File: src/bcpt_pkg.sv
// ----------------------------------------------------------------------------
// Battery charge percent tracker package
// Shared constants, curve tables, cadence table and the curve request type.
// ----------------------------------------------------------------------------
`default_nettype none

package bcpt_pkg;

  localparam int unsigned ProfileCount  = 4;
  localparam int unsigned CurveSegments = 20;
  localparam int unsigned ProfW         = $clog2(ProfileCount);
  localparam int unsigned SegW          = $clog2(CurveSegments);

  localparam logic [15:0] MvInvalidMax = 16'd2399;
  localparam logic [15:0] MvFullMin    = 16'd4341;
  localparam logic [15:0] MvCurveFloor = 16'd3350;
  localparam logic [3:0]  FullReports  = 4'd5;
  localparam logic [3:0]  RefreshSat   = 4'd8;
  localparam logic [7:0]  ElapsedLimit = 8'd180;
  localparam logic [6:0]  StallPctMax  = 7'd98;
  localparam logic [15:0] StallMvMin   = 16'd2400;
  localparam logic [15:0] StallRise    = 16'd35;
  localparam logic [31:0] StallSeconds = 32'd120;
  localparam logic [6:0]  PctInvalid   = 7'd50;
  localparam logic [6:0]  PctFull      = 7'd100;
  localparam logic [6:0]  PctSegment   = 7'd5;
  localparam logic [6:0]  BandOne      = 7'd85;
  localparam logic [6:0]  BandTwo      = 7'd90;
  localparam logic [6:0]  BandThree    = 7'd95;

  // charge status codes
  localparam logic [1:0] ChgNone    = 2'd0;
  localparam logic [1:0] ChgActive  = 2'd1;
  localparam logic [1:0] ChgFull    = 2'd2;
  localparam logic [1:0] ChgUnknown = 2'd3;

  // configuration register indexes
  localparam logic [1:0] RegBatteryType    = 2'd0;
  localparam logic [1:0] RegInitialPercent = 2'd1;
  localparam logic [1:0] RegInitialCharge  = 2'd2;

  localparam logic [15:0] DisTab [ProfileCount][CurveSegments] = '{
    '{16'd3622, 16'd3668, 16'd3682, 16'd3714, 16'd3742, 16'd3769, 16'd3795, 16'd3820,
      16'd3845, 16'd3874, 16'd3902, 16'd3928, 16'd3978, 16'd4027, 16'd4077, 16'd4128,
      16'd4175, 16'd4223, 16'd4262, 16'd4310},
    '{16'd3609, 16'd3669, 16'd3683, 16'd3713, 16'd3742, 16'd3769, 16'd3792, 16'd3816,
      16'd3844, 16'd3870, 16'd3902, 16'd3928, 16'd3977, 16'd4032, 16'd4077, 16'd4127,
      16'd4177, 16'd4225, 16'd4265, 16'd4310},
    '{16'd3531, 16'd3653, 16'd3676, 16'd3704, 16'd3725, 16'd3742, 16'd3758, 16'd3776,
      16'd3797, 16'd3822, 16'd3850, 16'd3885, 16'd3926, 16'd3965, 16'd4024, 16'd4071,
      16'd4124, 16'd4179, 16'd4241, 16'd4310},
    '{16'd3609, 16'd3653, 16'd3677, 16'd3703, 16'd3721, 16'd3739, 16'd3755, 16'd3774,
      16'd3796, 16'd3821, 16'd3852, 16'd3889, 16'd3926, 16'd3967, 16'd4026, 16'd4070,
      16'd4120, 16'd4172, 16'd4232, 16'd4310}
  };

  localparam logic [15:0] ChgTab [ProfileCount][CurveSegments] = '{
    '{16'd3799, 16'd3848, 16'd3887, 16'd3918, 16'd3940, 16'd3960, 16'd3978, 16'd3999,
      16'd4021, 16'd4048, 16'd4078, 16'd4112, 16'd4152, 16'd4200, 16'd4250, 16'd4303,
      16'd4320, 16'd4330, 16'd4340, 16'd4310},
    '{16'd3784, 16'd3809, 16'd3845, 16'd3871, 16'd3885, 16'd3898, 16'd3913, 16'd3933,
      16'd3956, 16'd3983, 16'd4013, 16'd4043, 16'd4074, 16'd4121, 16'd4167, 16'd4211,
      16'd4261, 16'd4318, 16'd4330, 16'd4350},
    '{16'd3799, 16'd3848, 16'd3887, 16'd3918, 16'd3940, 16'd3960, 16'd3978, 16'd3999,
      16'd4021, 16'd4048, 16'd4078, 16'd4112, 16'd4152, 16'd4200, 16'd4250, 16'd4303,
      16'd4320, 16'd4330, 16'd4340, 16'd4350},
    '{16'd3784, 16'd3809, 16'd3845, 16'd3871, 16'd3885, 16'd3898, 16'd3913, 16'd3933,
      16'd3956, 16'd3983, 16'd4013, 16'd4043, 16'd4074, 16'd4121, 16'd4167, 16'd4211,
      16'd4261, 16'd4318, 16'd4330, 16'd4350}
  };

  localparam logic [8:0] StepTab [ProfileCount][4] = '{
    '{9'd38, 9'd60, 9'd108, 9'd480},
    '{9'd48, 9'd72, 9'd144, 9'd480},
    '{9'd38, 9'd60, 9'd108, 9'd480},
    '{9'd48, 9'd72, 9'd144, 9'd480}
  };

  typedef struct packed {
    logic             start;
    logic             charging;
    logic [ProfW-1:0] prof;
    logic [15:0]      mv;
  } curve_req_t;

  function automatic logic [15:0] curve_ub(logic charging, logic [ProfW-1:0] prof,
                                           logic [SegW-1:0] idx);
    logic [15:0] ub;
    if (charging) begin
      ub = ChgTab[prof][idx];
    end else begin
      ub = DisTab[prof][idx];
    end
    return ub;
  endfunction

endpackage

`default_nettype wire

File: src/bcpt_curve.sv
// ----------------------------------------------------------------------------
// Curve walker
// Walks one segment a cycle to find the voltage segment, then interpolates
// with a three-step restoring division (quotient is at most five).
// ----------------------------------------------------------------------------
`default_nettype none

module bcpt_curve (
  input  wire                  clk_i,
  input  wire                  rst_ni,
  input  bcpt_pkg::curve_req_t req_i,
  output logic                 done_o,
  output logic [6:0]           pct_o
);
  import bcpt_pkg::*;

  typedef enum logic [2:0] {
    C_IDLE = 3'b001,
    C_WALK = 3'b010,
    C_DIV  = 3'b100
  } cstate_e;

  cstate_e          state_q, state_d;
  logic [15:0]      v_q, v_d, lo_q, lo_d, span_q, span_d;
  logic [6:0]       acc_q, acc_d, pct_q, pct_d;
  logic [SegW-1:0]  idx_q, idx_d;
  logic [ProfW-1:0] prof_q, prof_d;
  logic             chg_q, chg_d, done_q, done_d;
  logic [18:0]      rem_q, rem_d;
  logic [2:0]       quo_q, quo_d;
  logic [1:0]       k_q, k_d;

  logic [15:0] hi, top, vin, part, span;
  logic [18:0] shifted, part5;

  always_comb begin
    state_d = state_q;
    v_d     = v_q;
    lo_d    = lo_q;
    span_d  = span_q;
    acc_d   = acc_q;
    pct_d   = pct_q;
    idx_d   = idx_q;
    prof_d  = prof_q;
    chg_d   = chg_q;
    rem_d   = rem_q;
    quo_d   = quo_q;
    k_d     = k_q;
    done_d  = 1'b0;
    top     = curve_ub(req_i.charging, req_i.prof, SegW'(CurveSegments - 1));
    vin     = (req_i.mv < MvCurveFloor) ? MvCurveFloor : req_i.mv;
    hi      = curve_ub(chg_q, prof_q, idx_q);
    span    = (hi >= lo_q) ? hi - lo_q : 16'd0;
    part    = (v_q >= lo_q) ? v_q - lo_q : 16'd0;
    part5   = {1'b0, part, 2'b00} + {3'b000, part};
    shifted = {3'b000, span_q} << k_q;
    unique case (state_q)
      C_IDLE: begin
        if (req_i.start) begin
          v_d     = (vin > top) ? top : vin;
          lo_d    = MvCurveFloor;
          acc_d   = '0;
          idx_d   = '0;
          prof_d  = req_i.prof;
          chg_d   = req_i.charging;
          state_d = C_WALK;
        end
      end
      C_WALK: begin
        if (v_q <= hi) begin
          if (span == 16'd0) begin
            pct_d   = acc_q;
            done_d  = 1'b1;
            state_d = C_IDLE;
          end else begin
            rem_d   = part5;
            span_d  = span;
            quo_d   = '0;
            k_d     = 2'd2;
            state_d = C_DIV;
          end
        end else begin
          acc_d = acc_q + PctSegment;
          lo_d  = hi;
          idx_d = idx_q + 1'b1;
        end
      end
      C_DIV: begin
        if (rem_q >= shifted) begin
          rem_d      = rem_q - shifted;
          quo_d[k_q] = 1'b1;
        end
        k_d = k_q - 1'b1;
        if (k_q == 2'd0) begin
          pct_d   = acc_q + {4'd0, quo_d};
          done_d  = 1'b1;
          state_d = C_IDLE;
        end
      end
      default: state_d = C_IDLE;
    endcase
  end

  always_ff @(posedge clk_i or negedge rst_ni) begin
    if (!rst_ni) begin
      state_q <= C_IDLE;
      done_q  <= 1'b0;
    end else begin
      state_q <= state_d;
      done_q  <= done_d;
    end
  end

  always_ff @(posedge clk_i) begin
    v_q    <= v_d;
    lo_q   <= lo_d;
    span_q <= span_d;
    acc_q  <= acc_d;
    pct_q  <= pct_d;
    idx_q  <= idx_d;
    prof_q <= prof_d;
    chg_q  <= chg_d;
    rem_q  <= rem_d;
    quo_q  <= quo_d;
    k_q    <= k_d;
  end

  assign done_o = done_q;
  assign pct_o  = pct_q;

endmodule

`default_nettype wire

File: src/battery_charge_percent_tracker_top.sv
// Flow from accepted beat to result beat: restart, unknown status, invalid or full voltage go
//   straight to the done state; the discharge curve walks segments, then divides if the span is not zero.
// Charging: stall check, elapsed-time add, then a loop of percent steps; a stall recovery
//   walks the charge curve but clears the elapsed time, so its loop takes no percent step.
// Throughput: one item at a time; the next beat is taken once the result is registered.
// Reset: asynchronous active low; state reloads as after a restart with reset registers.
// ----------------------------------------------------------------------------
// Battery charge percent tracker top level
// Tracks reported battery percentage from charge status, voltage and time.
// ----------------------------------------------------------------------------
`default_nettype none

module battery_charge_percent_tracker_top (
  input  wire         clk_i,
  input  wire         rst_ni,
  input  wire         cfg_valid_i,
  output logic        cfg_ready_o,
  input  wire  [1:0]  cfg_addr_i,
  input  wire  [7:0]  cfg_wdata_i,
  input  wire         s_axis_tvalid,
  output logic        s_axis_tready,
  // charge_status[1:0], cell_mv[17:2], delta_sec[49:18]
  input  wire  [55:0] s_axis_tdata,
  // func[0]
  input  wire         s_axis_tuser,
  output logic        m_axis_tvalid,
  input  wire         m_axis_tready,
  // percent_out[6:0], full_count_out[10:7]
  output logic [15:0] m_axis_tdata,
  // accepted[0]
  output logic        m_axis_tuser
);
  import bcpt_pkg::*;

  typedef enum logic [6:0] {
    S_IDLE    = 7'b0000001,
    S_STALL   = 7'b0000010,
    S_CURVE_D = 7'b0000100,
    S_CURVE_C = 7'b0001000,
    S_ADD     = 7'b0010000,
    S_LOOP    = 7'b0100000,
    S_DONE    = 7'b1000000
  } state_e;

  state_e state_q, state_d;

  logic [7:0] btype_q, btype_d;
  logic [6:0] ipct_q, ipct_d;
  logic [1:0] ichg_q, ichg_d;

  logic [1:0]  last_q, last_d;
  logic [6:0]  rep_q, rep_d, pp_q, pp_d, blpct_q, blpct_d;
  logic [3:0]  rc_q, rc_d;
  logic [10:0] ps_q, ps_d;
  logic        hb_q, hb_d, rec_q, rec_d, ok_q, ok_d;
  logic [15:0] blmv_q, blmv_d, mv_q, mv_d;
  logic [31:0] unch_q, unch_d;
  logic [7:0]  take_q, take_d;

  logic        ovalid_q, ovalid_d, oacc_q, oacc_d;
  logic [6:0]  opct_q, opct_d;
  logic [3:0]  ofc_q, ofc_d;

  logic        fire, in_func, valid_type, cur_dn, recover;
  logic [1:0]  in_chg;
  logic [15:0] in_mv;
  logic [31:0] in_el;
  logic [3:0]  rc_new;
  logic [ProfW-1:0] curve_prof, cad_prof;
  logic [1:0]  band;
  logic [8:0]  need;
  logic [16:0] bl_rise;
  curve_req_t  creq;
  logic        cdone;
  logic [6:0]  cpct, crep;

  assign in_func = s_axis_tuser;
  assign in_chg  = s_axis_tdata[1:0];
  assign in_mv   = s_axis_tdata[17:2];
  assign in_el   = s_axis_tdata[49:18];

  assign s_axis_tready = (state_q == S_IDLE);
  assign fire          = s_axis_tvalid && s_axis_tready;
  assign cfg_ready_o   = 1'b1;

  assign valid_type = (btype_q >= 8'd1) && (btype_q <= 8'(ProfileCount));
  assign curve_prof = valid_type ? ProfW'(btype_q - 8'd1) : ProfW'(ProfileCount - 1);
  assign cad_prof   = valid_type ? ProfW'(btype_q - 8'd1) : '0;

  assign rc_new = (in_chg != ChgFull) ? 4'd0 :
                  (rc_q < RefreshSat) ? rc_q + 4'd1 : RefreshSat;

  // discharge path needs the curve unless invalid voltage, or full voltage with enough full reports, settles it
  assign cur_dn = (in_mv > MvInvalidMax) && !((in_mv >= MvFullMin) && (rc_new >= FullReports));

  assign bl_rise = {1'b0, blmv_q} + {1'b0, StallRise};
  assign recover = !rec_q && (rep_q <= StallPctMax) && (blmv_q >= StallMvMin) &&
                   (mv_q >= StallMvMin) && ({1'b0, mv_q} >= bl_rise) &&
                   (unch_q >= StallSeconds);

  always_comb begin
    creq.prof = curve_prof;
    creq.charging = (state_q == S_STALL);
    creq.mv = (state_q == S_STALL) ? mv_q : in_mv;
    creq.start = 1'b0;
    if (state_q == S_IDLE) begin
      creq.start = fire && !in_func && (in_chg != ChgUnknown) && (in_chg != ChgActive) &&
                   cur_dn;
    end else if (state_q == S_STALL) begin
      creq.start = (rep_q != 7'd0) && hb_q && (rep_q == blpct_q) && recover;
    end
  end

  bcpt_curve u_curve (
    .clk_i  (clk_i),
    .rst_ni (rst_ni),
    .req_i  (creq),
    .done_o (cdone),
    .pct_o  (cpct)
  );

  assign crep = (cpct < rep_q) ? rep_q : ((cpct > PctFull) ? PctFull : cpct);

  always_comb begin
    if (pp_q < BandOne) begin
      band = 2'd0;
    end else if (pp_q < BandTwo) begin
      band = 2'd1;
    end else if (pp_q < BandThree) begin
      band = 2'd2;
    end else begin
      band = 2'd3;
    end
    need = StepTab[cad_prof][band];
  end

  always_comb begin
    state_d  = state_q;
    btype_d  = btype_q;
    ipct_d   = ipct_q;
    ichg_d   = ichg_q;
    last_d   = last_q;
    rep_d    = rep_q;
    pp_d     = pp_q;
    blpct_d  = blpct_q;
    rc_d     = rc_q;
    ps_d     = ps_q;
    hb_d     = hb_q;
    rec_d    = rec_q;
    ok_d     = ok_q;
    blmv_d   = blmv_q;
    mv_d     = mv_q;
    unch_d   = unch_q;
    take_d   = take_q;
    ovalid_d = ovalid_q;
    oacc_d   = oacc_q;
    opct_d   = opct_q;
    ofc_d    = ofc_q;

    if (m_axis_tready) begin
      ovalid_d = 1'b0;
    end

    if (cfg_valid_i) begin
      unique case (cfg_addr_i)
        RegBatteryType:    btype_d = cfg_wdata_i;
        RegInitialPercent: ipct_d  = cfg_wdata_i[6:0];
        RegInitialCharge:  ichg_d  = cfg_wdata_i[1:0];
        default: ;
      endcase
    end

    unique case (state_q)
      S_IDLE: begin
        if (fire) begin
          mv_d = in_mv;
          ok_d = 1'b1;
          if (in_func) begin
            last_d  = ichg_q;
            rep_d   = ipct_q;
            rc_d    = '0;
            pp_d    = ipct_q;
            ps_d    = '0;
            hb_d    = 1'b0;
            blpct_d = '0;
            blmv_d  = '0;
            rec_d   = 1'b0;
            unch_d  = '0;
            state_d = S_DONE;
          end else if (in_chg == ChgUnknown) begin
            ok_d    = 1'b0;
            state_d = S_DONE;
          end else begin
            rc_d   = rc_new;
            last_d = in_chg;
            if (in_chg != ChgActive) begin
              pp_d   = '0;
              ps_d   = '0;
              hb_d   = 1'b0;
              rec_d  = 1'b0;
              unch_d = '0;
              if (in_mv <= MvInvalidMax) begin
                rep_d   = PctInvalid;
                state_d = S_DONE;
              end else if (!cur_dn) begin
                rep_d   = PctFull;
                state_d = S_DONE;
              end else begin
                state_d = S_CURVE_D;
              end
            end else begin
              if (last_q != ChgActive) begin
                pp_d   = (rep_q == 7'd0) ? 7'd1 : rep_q;
                ps_d   = '0;
                hb_d   = 1'b0;
                rec_d  = 1'b0;
                unch_d = '0;
                take_d = '0;
              end else begin
                // saturate the unchanged-time counter
                unch_d = (~unch_q < in_el) ? '1 : unch_q + in_el;
                take_d = (in_el >= {24'd0, ElapsedLimit}) ? ElapsedLimit : in_el[7:0];
              end
              state_d = S_STALL;
            end
          end
        end
      end
      S_STALL: begin
        state_d = S_ADD;
        if (rep_q != 7'd0) begin
          if (!hb_q || (rep_q != blpct_q)) begin
            hb_d    = 1'b1;
            blpct_d = rep_q;
            blmv_d  = mv_q;
            rec_d   = 1'b0;
            unch_d  = '0;
          end else if (recover) begin
            state_d = S_CURVE_C;
          end
        end
      end
      S_CURVE_D: begin
        if (cdone) begin
          rep_d   = cpct;
          state_d = S_DONE;
        end
      end
      S_CURVE_C: begin
        if (cdone) begin
          blmv_d  = mv_q;
          rec_d   = 1'b1;
          unch_d  = '0;
          pp_d    = crep;
          ps_d    = '0;
          take_d  = '0;
          state_d = S_ADD;
        end
      end
      S_ADD: begin
        if (pp_q >= PctFull) begin
          rep_d   = PctFull;
          state_d = S_DONE;
        end else begin
          ps_d    = ps_q + {3'd0, take_q};
          state_d = S_LOOP;
        end
      end
      S_LOOP: begin
        if ((pp_q < PctFull) && (ps_q != 11'd0) && (ps_q >= {2'd0, need})) begin
          ps_d = ps_q - {2'd0, need};
          pp_d = pp_q + 7'd1;
        end else begin
          ps_d    = {1'b0, ps_q[9:0]};
          rep_d   = ((mv_q >= MvFullMin) && (rc_q >= FullReports)) ? PctFull : pp_q;
          state_d = S_DONE;
        end
      end
      S_DONE: begin
        // hold until the output register is free
        if (!ovalid_q || m_axis_tready) begin
          ovalid_d = 1'b1;
          oacc_d   = ok_q;
          opct_d   = rep_q;
          ofc_d    = rc_q;
          state_d  = S_IDLE;
        end
      end
      default: state_d = S_IDLE;
    endcase
  end

  always_ff @(posedge clk_i or negedge rst_ni) begin
    if (!rst_ni) begin
      state_q  <= S_IDLE;
      btype_q  <= 8'd1;
      ipct_q   <= '0;
      ichg_q   <= ChgNone;
      last_q   <= ChgNone;
      rep_q    <= '0;
      pp_q     <= '0;
      blpct_q  <= '0;
      rc_q     <= '0;
      ps_q     <= '0;
      hb_q     <= 1'b0;
      rec_q    <= 1'b0;
      blmv_q   <= '0;
      unch_q   <= '0;
      ovalid_q <= 1'b0;
    end else begin
      state_q  <= state_d;
      btype_q  <= btype_d;
      ipct_q   <= ipct_d;
      ichg_q   <= ichg_d;
      last_q   <= last_d;
      rep_q    <= rep_d;
      pp_q     <= pp_d;
      blpct_q  <= blpct_d;
      rc_q     <= rc_d;
      ps_q     <= ps_d;
      hb_q     <= hb_d;
      rec_q    <= rec_d;
      blmv_q   <= blmv_d;
      unch_q   <= unch_d;
      ovalid_q <= ovalid_d;
    end
  end

  always_ff @(posedge clk_i) begin
    ok_q   <= ok_d;
    mv_q   <= mv_d;
    take_q <= take_d;
    oacc_q <= oacc_d;
    opct_q <= opct_d;
    ofc_q  <= ofc_d;
  end

  assign m_axis_tvalid = ovalid_q;
  assign m_axis_tdata  = {5'd0, ofc_q, opct_q};
  assign m_axis_tuser  = oacc_q;

endmodule

`default_nettype wire

File: config.mk
export PLATFORM = sky130hd
export DESIGN_NAME = battery_charge_percent_tracker_top
export DESIGN_NICKNAME = d
export VERILOG_FILES = /design/src/bcpt_pkg.sv /design/src/bcpt_curve.sv /design/src/battery_charge_percent_tracker_top.sv
export SDC_FILE = /design/constraint.sdc
export NUM_CORES = 1
export LEC_CHECK = 0
export ABC_CLOCK_PERIOD_IN_PS = 6800
export BUFFER_PORTS_ARGS = -buffer_cell sky130_fd_sc_hd__clkbuf_2
export CAP_MARGIN = 20
export CORE_MARGIN = 4
export CORE_UTILIZATION = 55
export CTS_BUF_LIST = sky130_fd_sc_hd__clkbuf_8
export CTS_CLUSTER_SIZE = 12
export DETAILED_ROUTE_END_ITERATION = 10
export PLACE_DENSITY = 0.72
export SETUP_SLACK_MARGIN = 0.15
export SYNTH_ARGS = -nofsm -noshare
export SYNTH_HDL_FRONTEND = slang
export SYNTH_SLANG_ARGS = --single-unit
File: constraint.sdc
create_clock -name clk_i -period 6.8 [get_ports clk_i]
set_input_delay 1.36 -clock clk_i [delete_from_list [all_inputs] [get_ports clk_i]]
set_output_delay 1.36 -clock clk_i [all_outputs]
set_load 0.01 [all_outputs]
After elaboration in Yosys (flattened, before gate mapping)

Cells that the tools add are included.

Register bits: 248
Input bits: 72
Output and inout bits: 20
Word-level logic and storage cells: 377

Add/sub/neg operators: 15
Order comparisons: 37
Equal/unequal tests: 45
Shift-type cells: 1
Multiplexer cells: 171
Bitwise logic cells: 8
Reduce and logical (&&, ||, !) cells: 65

Operators by type and width:

| operator                                                                               | count |
|---|---|
| 320-bit binary-select mux with 2-bit select                                            | 4 |
| 320-bit 2-to-1 mux                                                                     | 4 |
| 16-bit 2-to-1 mux                                                                      | 22 |
| 32-bit 2-to-1 mux                                                                      | 9 |
| 7-bit 2-to-1 mux                                                                       | 40 |
| 16-bit binary-select mux with 5-bit select                                             | 2 |
| 32-bit one-hot mux with 3 select lines                                                 | 1 |
| 11-bit 2-to-1 mux                                                                      | 8 |
| 36-bit binary-select mux with 2-bit select                                             | 1 |
| 36-bit 2-to-1 mux                                                                      | 2 |
| 19-bit 2-to-1 mux                                                                      | 3 |
| 8-bit 2-to-1 mux                                                                       | 7 |
| 7-bit one-hot mux with 7 select lines                                                  | 1 |
| 16-bit one-hot mux with 3 select lines                                                 | 1 |
| 11-bit one-hot mux with 4 select lines                                                 | 1 |
| 7-bit one-hot mux with 2 select lines                                                  | 3 |
| 19-bit one-hot mux with 2 select lines                                                 | 1 |
| 6-bit AND reduction                                                                    | 6 |
| 32-bit adder                                                                           | 1 |
| 16-bit by 12-bit greater-or-equal comparator with 1-bit output (second input constant) | 2 |
| 16-bit by 13-bit greater-or-equal comparator with 1-bit output (second input constant) | 2 |
| 16-bit greater-or-equal comparator                                                     | 2 |
| 32-bit by 7-bit greater-or-equal comparator with 1-bit output (second input constant)  | 1 |
| 32-bit by 8-bit greater-or-equal comparator with 1-bit output (second input constant)  | 1 |
| other kinds (95)                                                                       | 217 |

Logic depth before layout (Yosys ltp)

Depth after elaboration: 14
Gate-level depth with buffers: 24
Depth with buffers taken out: 22

Hierarchy

From an unflattened synthesis, not the netlist that was laid out.

Cells, all modules: 2498
Area total of the unflattened synthesis: 21000.1 um^2

By module, submodules not included:

| module                             | instances | cells each | area an instance (um^2) |
|---|---|---|---|
| battery_charge_percent_tracker_top | 1         | 1387       | 11647.4 |
| bcpt_curve                         | 1         | 1111       | 9352.7 |

Least setup slack after synthesis

No wires, ideal clock.

Path kind: register to register
Start: reg u_curve.prof_q[1]
End: reg u_curve.rem_q[0], enable pin
Setup time: 0.501 ns
Arrival time: 5.548 ns
Path slack: 0.751 ns
Cell stages (with the launch flop): 25
Path buffers: 3
Clock period less this slack: 6.049 ns
Cell sequence: edfxtp_1 -> clkbuf_1 -> inv_1 -> ha_1 -> clkbuf_1 -> or2_2 -> clkbuf_1 -> nor2_1 -> a211oi_1 -> a21oi_1 -> mux4_2 -> o21ai_0 -> o21ai_0 -> ha_1 -> inv_1 -> fa_1 -> a21o_1 -> a21oi_1 -> o221ai_1 -> a221o_1 -> xor2_1 -> a2111oi_0 -> a41oi_1 -> nand2_1 -> o21ai_0

Word-level cells in the longest chain between the ends: 13
Elaborated cells between the ends (all ways): 22
Classes of those cells: add/sub (1); order compare (2); eq/ne (2); mux (14); bitwise (1); reduce/logical (2)

Ends and longest elaborated chain:

| what                                                                    | RTL line                       | text |
|---|---|---|
| start: declaration                                                      | bcpt_curve.sv:27               | `logic [ProfW-1:0] prof_q, prof_d;` |
| start signal: assignment                                                | bcpt_curve.sv:121              | `prof_q <= prof_d;` |
| 2-bit NOT with 3-bit output (not written as such) (*)                   | bcpt_pkg.sv:90, bcpt_pkg.sv:92 |  |
| 320-bit binary-select mux with 2-bit select (on tied branches)          | bcpt_pkg.sv:92, bcpt_pkg.sv:90 |  |
| 320-bit 2-to-1 mux (on tied branches) (2 in series)                     | bcpt_pkg.sv:92, bcpt_pkg.sv:90 |  |
| 16-bit binary-select mux with 5-bit select (on tied branches)           | bcpt_pkg.sv:92, bcpt_pkg.sv:90 |  |
| 16-bit 2-to-1 mux (on tied branches) (2 in series)                      | bcpt_pkg.sv:92, bcpt_pkg.sv:90 |  |
| 16-bit 2-to-1 mux (*)                                                   | bcpt_pkg.sv:89                 | `if (charging) begin` |
| 16-bit subtractor or 16-bit greater-or-equal comparator (tied branches) | bcpt_curve.sv:53               | `span = (hi >= lo_q) ? hi - lo_q : 16'd0;` |
| 16-bit 2-to-1 mux                                                       | bcpt_curve.sv:53               |  |
| 16-bit logical NOT                                                      | bcpt_curve.sv:71               | `if (span == 16'd0) begin` |
| 2-bit != test (no source line)                                          | n/a                            |  |
| 4-bit AND reduction (no source line) (*)                                | n/a                            |  |
| end signal: assignment                                                  | bcpt_curve.sv:123              | `rem_q <= rem_d;` |
| end: declaration                                                        | bcpt_curve.sv:29               | `logic [18:0] rem_q, rem_d;` |

Mark *: on every way between the ends. The rest lies on a longest branch, timed or not. The select of a mux whose other input is x is not followed.
A chain may end at the register's enable or synchronous reset.

Final worst setup path

Start: reg u_curve.prof_q[1]
End: reg u_curve.span_q[4], enable pin

Word-level cells in the longest chain between the ends: 13
Elaborated cells between the ends (all ways): 21
Classes of those cells: add/sub (1); order compare (2); mux (14); bitwise (2); reduce/logical (2)

Ends and longest elaborated chain:

| what                                                                    | RTL line                       | text |
|---|---|---|
| 2-bit NOT with 3-bit output (not written as such) (*)                   | bcpt_pkg.sv:90, bcpt_pkg.sv:92 |  |
| 320-bit binary-select mux with 2-bit select (on tied branches)          | bcpt_pkg.sv:92, bcpt_pkg.sv:90 |  |
| 320-bit 2-to-1 mux (on tied branches) (2 in series)                     | bcpt_pkg.sv:92, bcpt_pkg.sv:90 |  |
| 16-bit binary-select mux with 5-bit select (on tied branches)           | bcpt_pkg.sv:92, bcpt_pkg.sv:90 |  |
| 16-bit 2-to-1 mux (on tied branches) (2 in series)                      | bcpt_pkg.sv:92, bcpt_pkg.sv:90 |  |
| 16-bit 2-to-1 mux (*)                                                   | bcpt_pkg.sv:89                 |  |
| 16-bit subtractor or 16-bit greater-or-equal comparator (tied branches) | bcpt_curve.sv:53               |  |
| 16-bit 2-to-1 mux                                                       | bcpt_curve.sv:53               |  |
| 16-bit logical NOT                                                      | bcpt_curve.sv:71               |  |
| 1-bit NOT (no source line)                                              | n/a                            |  |
| 3-bit AND reduction (no source line) (*)                                | n/a                            |  |
| end signal: assignment                                                  | bcpt_curve.sv:117              | `span_q <= span_d;` |
| end: declaration                                                        | bcpt_curve.sv:24               | `logic [15:0] v_q, v_d, lo_q, lo_d, span_q, span_d;` |

Marked as above.

==> metrics.txt <==
outcome=finished, final reports clean; final weighted congestion in routability-driven placement=0.9523; buffering stage count on the worst path with inverters included=2; final WL=approximately 56 mm; cell type group with the largest total delay on the critical path=compound AO/OA/AOI/OAI gates; Via-to-Cell Ratio=about 6.2; post-synthesis area per instance=8.712 um^2; clock input transition at the sequential cells of the worst setup and hold paths=0.06 ns; most common flop cell mapped by yosys=sky130_fd_sc_hd__edfxtp_1; Hold Crit Class=register to register; Total Neg Setup Slack=0 ns; Critical Setup Path Class=register to register; unrepaired setup endpoints after global routing=false; Hold-fix buffers, CTS=0; total clock buffers created by CTS=46; depth of the worst register-to-register path=20; filler cell count in the final layout=3,196; Sinks on Clock Net=244; critical path's largest stage delay=0.58 ns; Leakage Power=9.757 nW; number of global-route vias before repair=17,570; buffer depth of the longest clock path=3; Reg2Reg Setup Slack=0.66 ns; minimum clock period=between 6 and 7 ns; ANT cells=0; number of antenna-violating nets in the routed design=0; r2r startpoint=u_curve.prof_q[1]; number of standard cells after synthesis=2,352; root cell of the clock tree=sky130_fd_sc_hd__clkbuf_8; cells along the critical path=ha_1 -> or2_2 -> nor2_1 -> a211oi_1 -> a21oi_1 -> mux4_2 -> o21ai_0 -> o21ai_0 -> ha_1 -> inv_1 -> fa_1 -> a21o_1 -> a21oi_1 -> o221ai_1 -> a221o_1 -> xor2_1 -> a2111oi_0 -> a41oi_1 -> nand2_1 -> inv_1; type of destination of the critical path=register; endpoint of the most critical register-to-register path=u_curve.span_q[4]; largest fanout of any net on the critical path=16; count of maximum capacitance violations=0; worst setup skew after layout=0.03540 ns; die width=201.0 um; ratio of cells with drive above 1 in the final layout=0.1037; library cell with the highest instance count after synthesis=sky130_fd_sc_hd__nand2_1; Post-Syn Area=20,490 um^2; sequential share of the synthesized area=0.3292; DIE AREA=40,410 um^2; Placed Cells incl. Taps=2,833; register bit count reported by yosys=244; quantity of gates resized following cts=0; Min Hold Slack=0.4705 ns; H-tree depth reported by CTS=2; capture point of the worst path=u_curve.span_q[4]; remaining max-slew budget at the tightest pin=0.2776; antenna violations before repair=0; Syn-to-layout area delta=8.793%; Final Hold Violating Endpoints=0; Req. time, crit path=7.07 ns; Crit. path cell count=20; slew at the pin closest to its max-slew limit=1.075 ns; CTS tree=yes; first-pass GRT wire length=90.78 mm; number of slew-limit violations in the final report=0; Synth warnings=0; maximum clock frequency=162.9 MHz; count of flip-flops with a built-in enable after synthesis=approximately 130; startpoint of the worst setup timing path=u_curve.prof_q[1]; worst-path cell with the longest stage delay=sky130_fd_sc_hd__edfxtp_1; number of primary I/O pins=just over 90; total power after layout=slightly below 6 mW; post-CTS setup buffers=0; All-Layer GR Usage=0.2707; number of standard-cell rows in the floorplan=70; filler-free cell count of the finished design=2,918; Power Dens Cells=260.7 nW/um^2; area of the multi-input gates=12,770 um^2; detailed placement HPWL=about 42 mm; share of Yosys cell area claimed by the top area cell type=0.1861; top cell types by occurrence after synthesis=243 x sky130_fd_sc_hd__nand2_1, 206 x sky130_fd_sc_hd__ha_1, 198 x sky130_fd_sc_hd__a21oi_1, 180 x sky130_fd_sc_hd__nor2_1, 164 x sky130_fd_sc_hd__o21ai_0; IR Drop Worst-Case VDD=0.1937 mV; number of I/O port buffers=79; final net count=roughly 2,700; number of distinct standard cells referenced by the synthesized netlist=93; clock latency reported for the late side of the worst-skew pair=~0.63 ns; TritonRoute pass-1 iters=6; WP data arrival=between 6 and 7 ns; kind of start point of the critical path=register; overflow left after global routing=0; placeable core region=36,700 um^2; total number of vias=18,120; main area contributors after synthesis=sky130_fd_sc_hd__edfxtp_1 19%, sky130_fd_sc_hd__dfrtp_1 14%, sky130_fd_sc_hd__ha_1 13%; Vert. Die Dim=201.0 um; fraction of synthesis flops using an asynchronous set or reset pin=0.4795; starting density of the core=0.5583; pin count of the biggest net entering global routing=73; routed length per instance=19.19 um; register area=6745 um^2; share of the clock period used by the worst path after layout=0.9028; Final Setup Violations=0; number of DRC violations after detailed routing=0; cell type contributing the most total cell area after synthesis=sky130_fd_sc_hd__edfxtp_1; number of violations reported at the end of detailed-routing iteration 0=1,498
-- where the power goes --
part	total, mW	internal [mW]	leakage [nW]	switching [mW]
Combinational	2.17	0.889	6.52	1.28
Sequential	2.06	1.81	2.69	0.257
Clock	1.57	0.900	0.546	0.674
-- worst reg2reg max path, stage by stage, from the launching register on --
cell and delay (ns):
sky130_fd_sc_hd__edfxtp_1 0.58, sky130_fd_sc_hd__ha_1 0.42, sky130_fd_sc_hd__or2_2 0.45, sky130_fd_sc_hd__nor2_1 0.12, sky130_fd_sc_hd__a211oi_1 0.06, sky130_fd_sc_hd__a21oi_1 0.14, sky130_fd_sc_hd__mux4_2 0.25, sky130_fd_sc_hd__o21ai_0 0.09
sky130_fd_sc_hd__o21ai_0 0.44, sky130_fd_sc_hd__ha_1 0.26, sky130_fd_sc_hd__inv_1 0.06, sky130_fd_sc_hd__fa_1 0.40, sky130_fd_sc_hd__a21o_1 0.17, sky130_fd_sc_hd__a21oi_1 0.31, sky130_fd_sc_hd__o221ai_1 0.24, sky130_fd_sc_hd__a221o_1 0.38
sky130_fd_sc_hd__xor2_1 0.17, sky130_fd_sc_hd__a2111oi_0 0.52, sky130_fd_sc_hd__a41oi_1 0.29, sky130_fd_sc_hd__nand2_1 0.20, sky130_fd_sc_hd__inv_1 0.27
-- per-layer routing --
metal / global-route usage / share of wire
met5: 0 / 0
met4: 0.1224 / 0.043
met3: 0.04184 / 0.061
met2: 0.4491 / 0.47
met1: 0.3509 / 0.43
-- sequential cells by signal, summed over array words and instances, names as in the netlist, 4 cells and up --
signal	count
mv_q	16
unch_q	32
u_curve.span_q	16
rep_q	7
u_curve.acc_q	7
ofc_q	4
ipct_q	7
pp_q	7
opct_q	7
u_curve.idx_q	5
ps_q	11
rc_q	4
u_curve.lo_q	12
btype_q	8
blmv_q	16
blpct_q	7
u_curve.pct_o	7
u_curve.v_q	16
take_q	8
u_curve.rem_q	19
state_q	7
-- cell usage in the layout (no fill, tap or decap), types with 9 or more instances in the layout --
| cell | n |
|---|---|
| sky130_fd_sc_hd__a211oi_1 | 34 |
| sky130_fd_sc_hd__a21o_1 | 58 |
| sky130_fd_sc_hd__a21oi_1 | 198 |
| sky130_fd_sc_hd__a22o_1 | 19 |
| sky130_fd_sc_hd__a22oi_1 | 24 |
| sky130_fd_sc_hd__a31oi_1 | 30 |
| sky130_fd_sc_hd__and2_1 | 19 |
| sky130_fd_sc_hd__and3_1 | 18 |
| sky130_fd_sc_hd__buf_4 | 24 |
| sky130_fd_sc_hd__clkbuf_2 | 78 |
| sky130_fd_sc_hd__clkbuf_8 | 56 |
| sky130_fd_sc_hd__conb_1 | 9 |
| sky130_fd_sc_hd__dfrtp_1 | 114 |
| sky130_fd_sc_hd__edfxtp_1 | 127 |
| sky130_fd_sc_hd__ha_1 | 206 |
| sky130_fd_sc_hd__inv_1 | 170 |
| sky130_fd_sc_hd__mux2_2 | 25 |
| sky130_fd_sc_hd__mux2i_1 | 26 |
| sky130_fd_sc_hd__mux4_2 | 12 |
| sky130_fd_sc_hd__nand2_1 | 243 |
| sky130_fd_sc_hd__nand2b_1 | 27 |
| sky130_fd_sc_hd__nand3_1 | 50 |
| sky130_fd_sc_hd__nand4_1 | 23 |
| sky130_fd_sc_hd__nor2_1 | 179 |
| sky130_fd_sc_hd__nor2b_1 | 39 |
| sky130_fd_sc_hd__nor3_1 | 45 |
| sky130_fd_sc_hd__nor4_1 | 25 |
| sky130_fd_sc_hd__o211ai_1 | 23 |
| sky130_fd_sc_hd__o21a_1 | 31 |
| sky130_fd_sc_hd__o21ai_0 | 163 |
| sky130_fd_sc_hd__o21bai_1 | 10 |
| sky130_fd_sc_hd__o22ai_1 | 12 |
| sky130_fd_sc_hd__o311ai_0 | 9 |
| sky130_fd_sc_hd__o31ai_1 | 10 |
| sky130_fd_sc_hd__or2_2 | 15 |
| sky130_fd_sc_hd__or3_1 | 13 |
| sky130_fd_sc_hd__xnor2_1 | 61 |
| sky130_fd_sc_hd__xor2_1 | 54 |
-- through the flow --
step	utilization	worst slack [ns]	cell area [um^2]
2_1_floorplan	-	0.7510	20520
3_3_place_gp	0.5800	0.8038	21280
3_5_place_dp	0.5800	0.7612	21280
4_1_cts	0.6073	0.7547	22290
5_1_grt	0.6074	0.2256	22290
6_report	0.6074	0.6611	22290
-- cell families (layout without fill, tap and decap cells) --
kind of cell,after synthesis,after routing,share of synthesized area
AND/OR/NAND/NOR,736,736,0.1723
multiplexers,64,64,0.04018
buffers and inverters,260,351,0.04989
other,2,9,0.0003665
flip-flops,244,244,0.3292
XOR/XNOR,115,115,0.04916
AO/OA/AOI/OAI,717,717,0.2253
adder cells (fa/ha/maj),214,214,0.1336
-- layout make-up --
class / count / share of cell area
sequential: 244 / 0.3026
inverter: 164 / 0.02762
clock inverter: 28 / 0.01044
clock buffer: 56 / 0.03458
tap: 468 / 0.02627
multi-input combinational: 1855 / 0.5727
timing repair buffer: 103 / 0.02582
-- how the worst min path moves through the flow --
stage / startpoint / end / slack, ns / cells past startpoint
4_1_cts: ok_q / m_axis_tuser / 0.49 / 0
6_report: ok_q / m_axis_tuser / 0.47 / 0
2_1_floorplan: ok_q / m_axis_tuser / 0.40 / 0
5_1_grt: ok_q / m_axis_tuser / 0.47 / 0
3_3_place_gp: ok_q / m_axis_tuser / 0.44 / 0
3_5_place_dp: ok_q / m_axis_tuser / 0.45 / 0
Power figures use the tool's default switching activity.
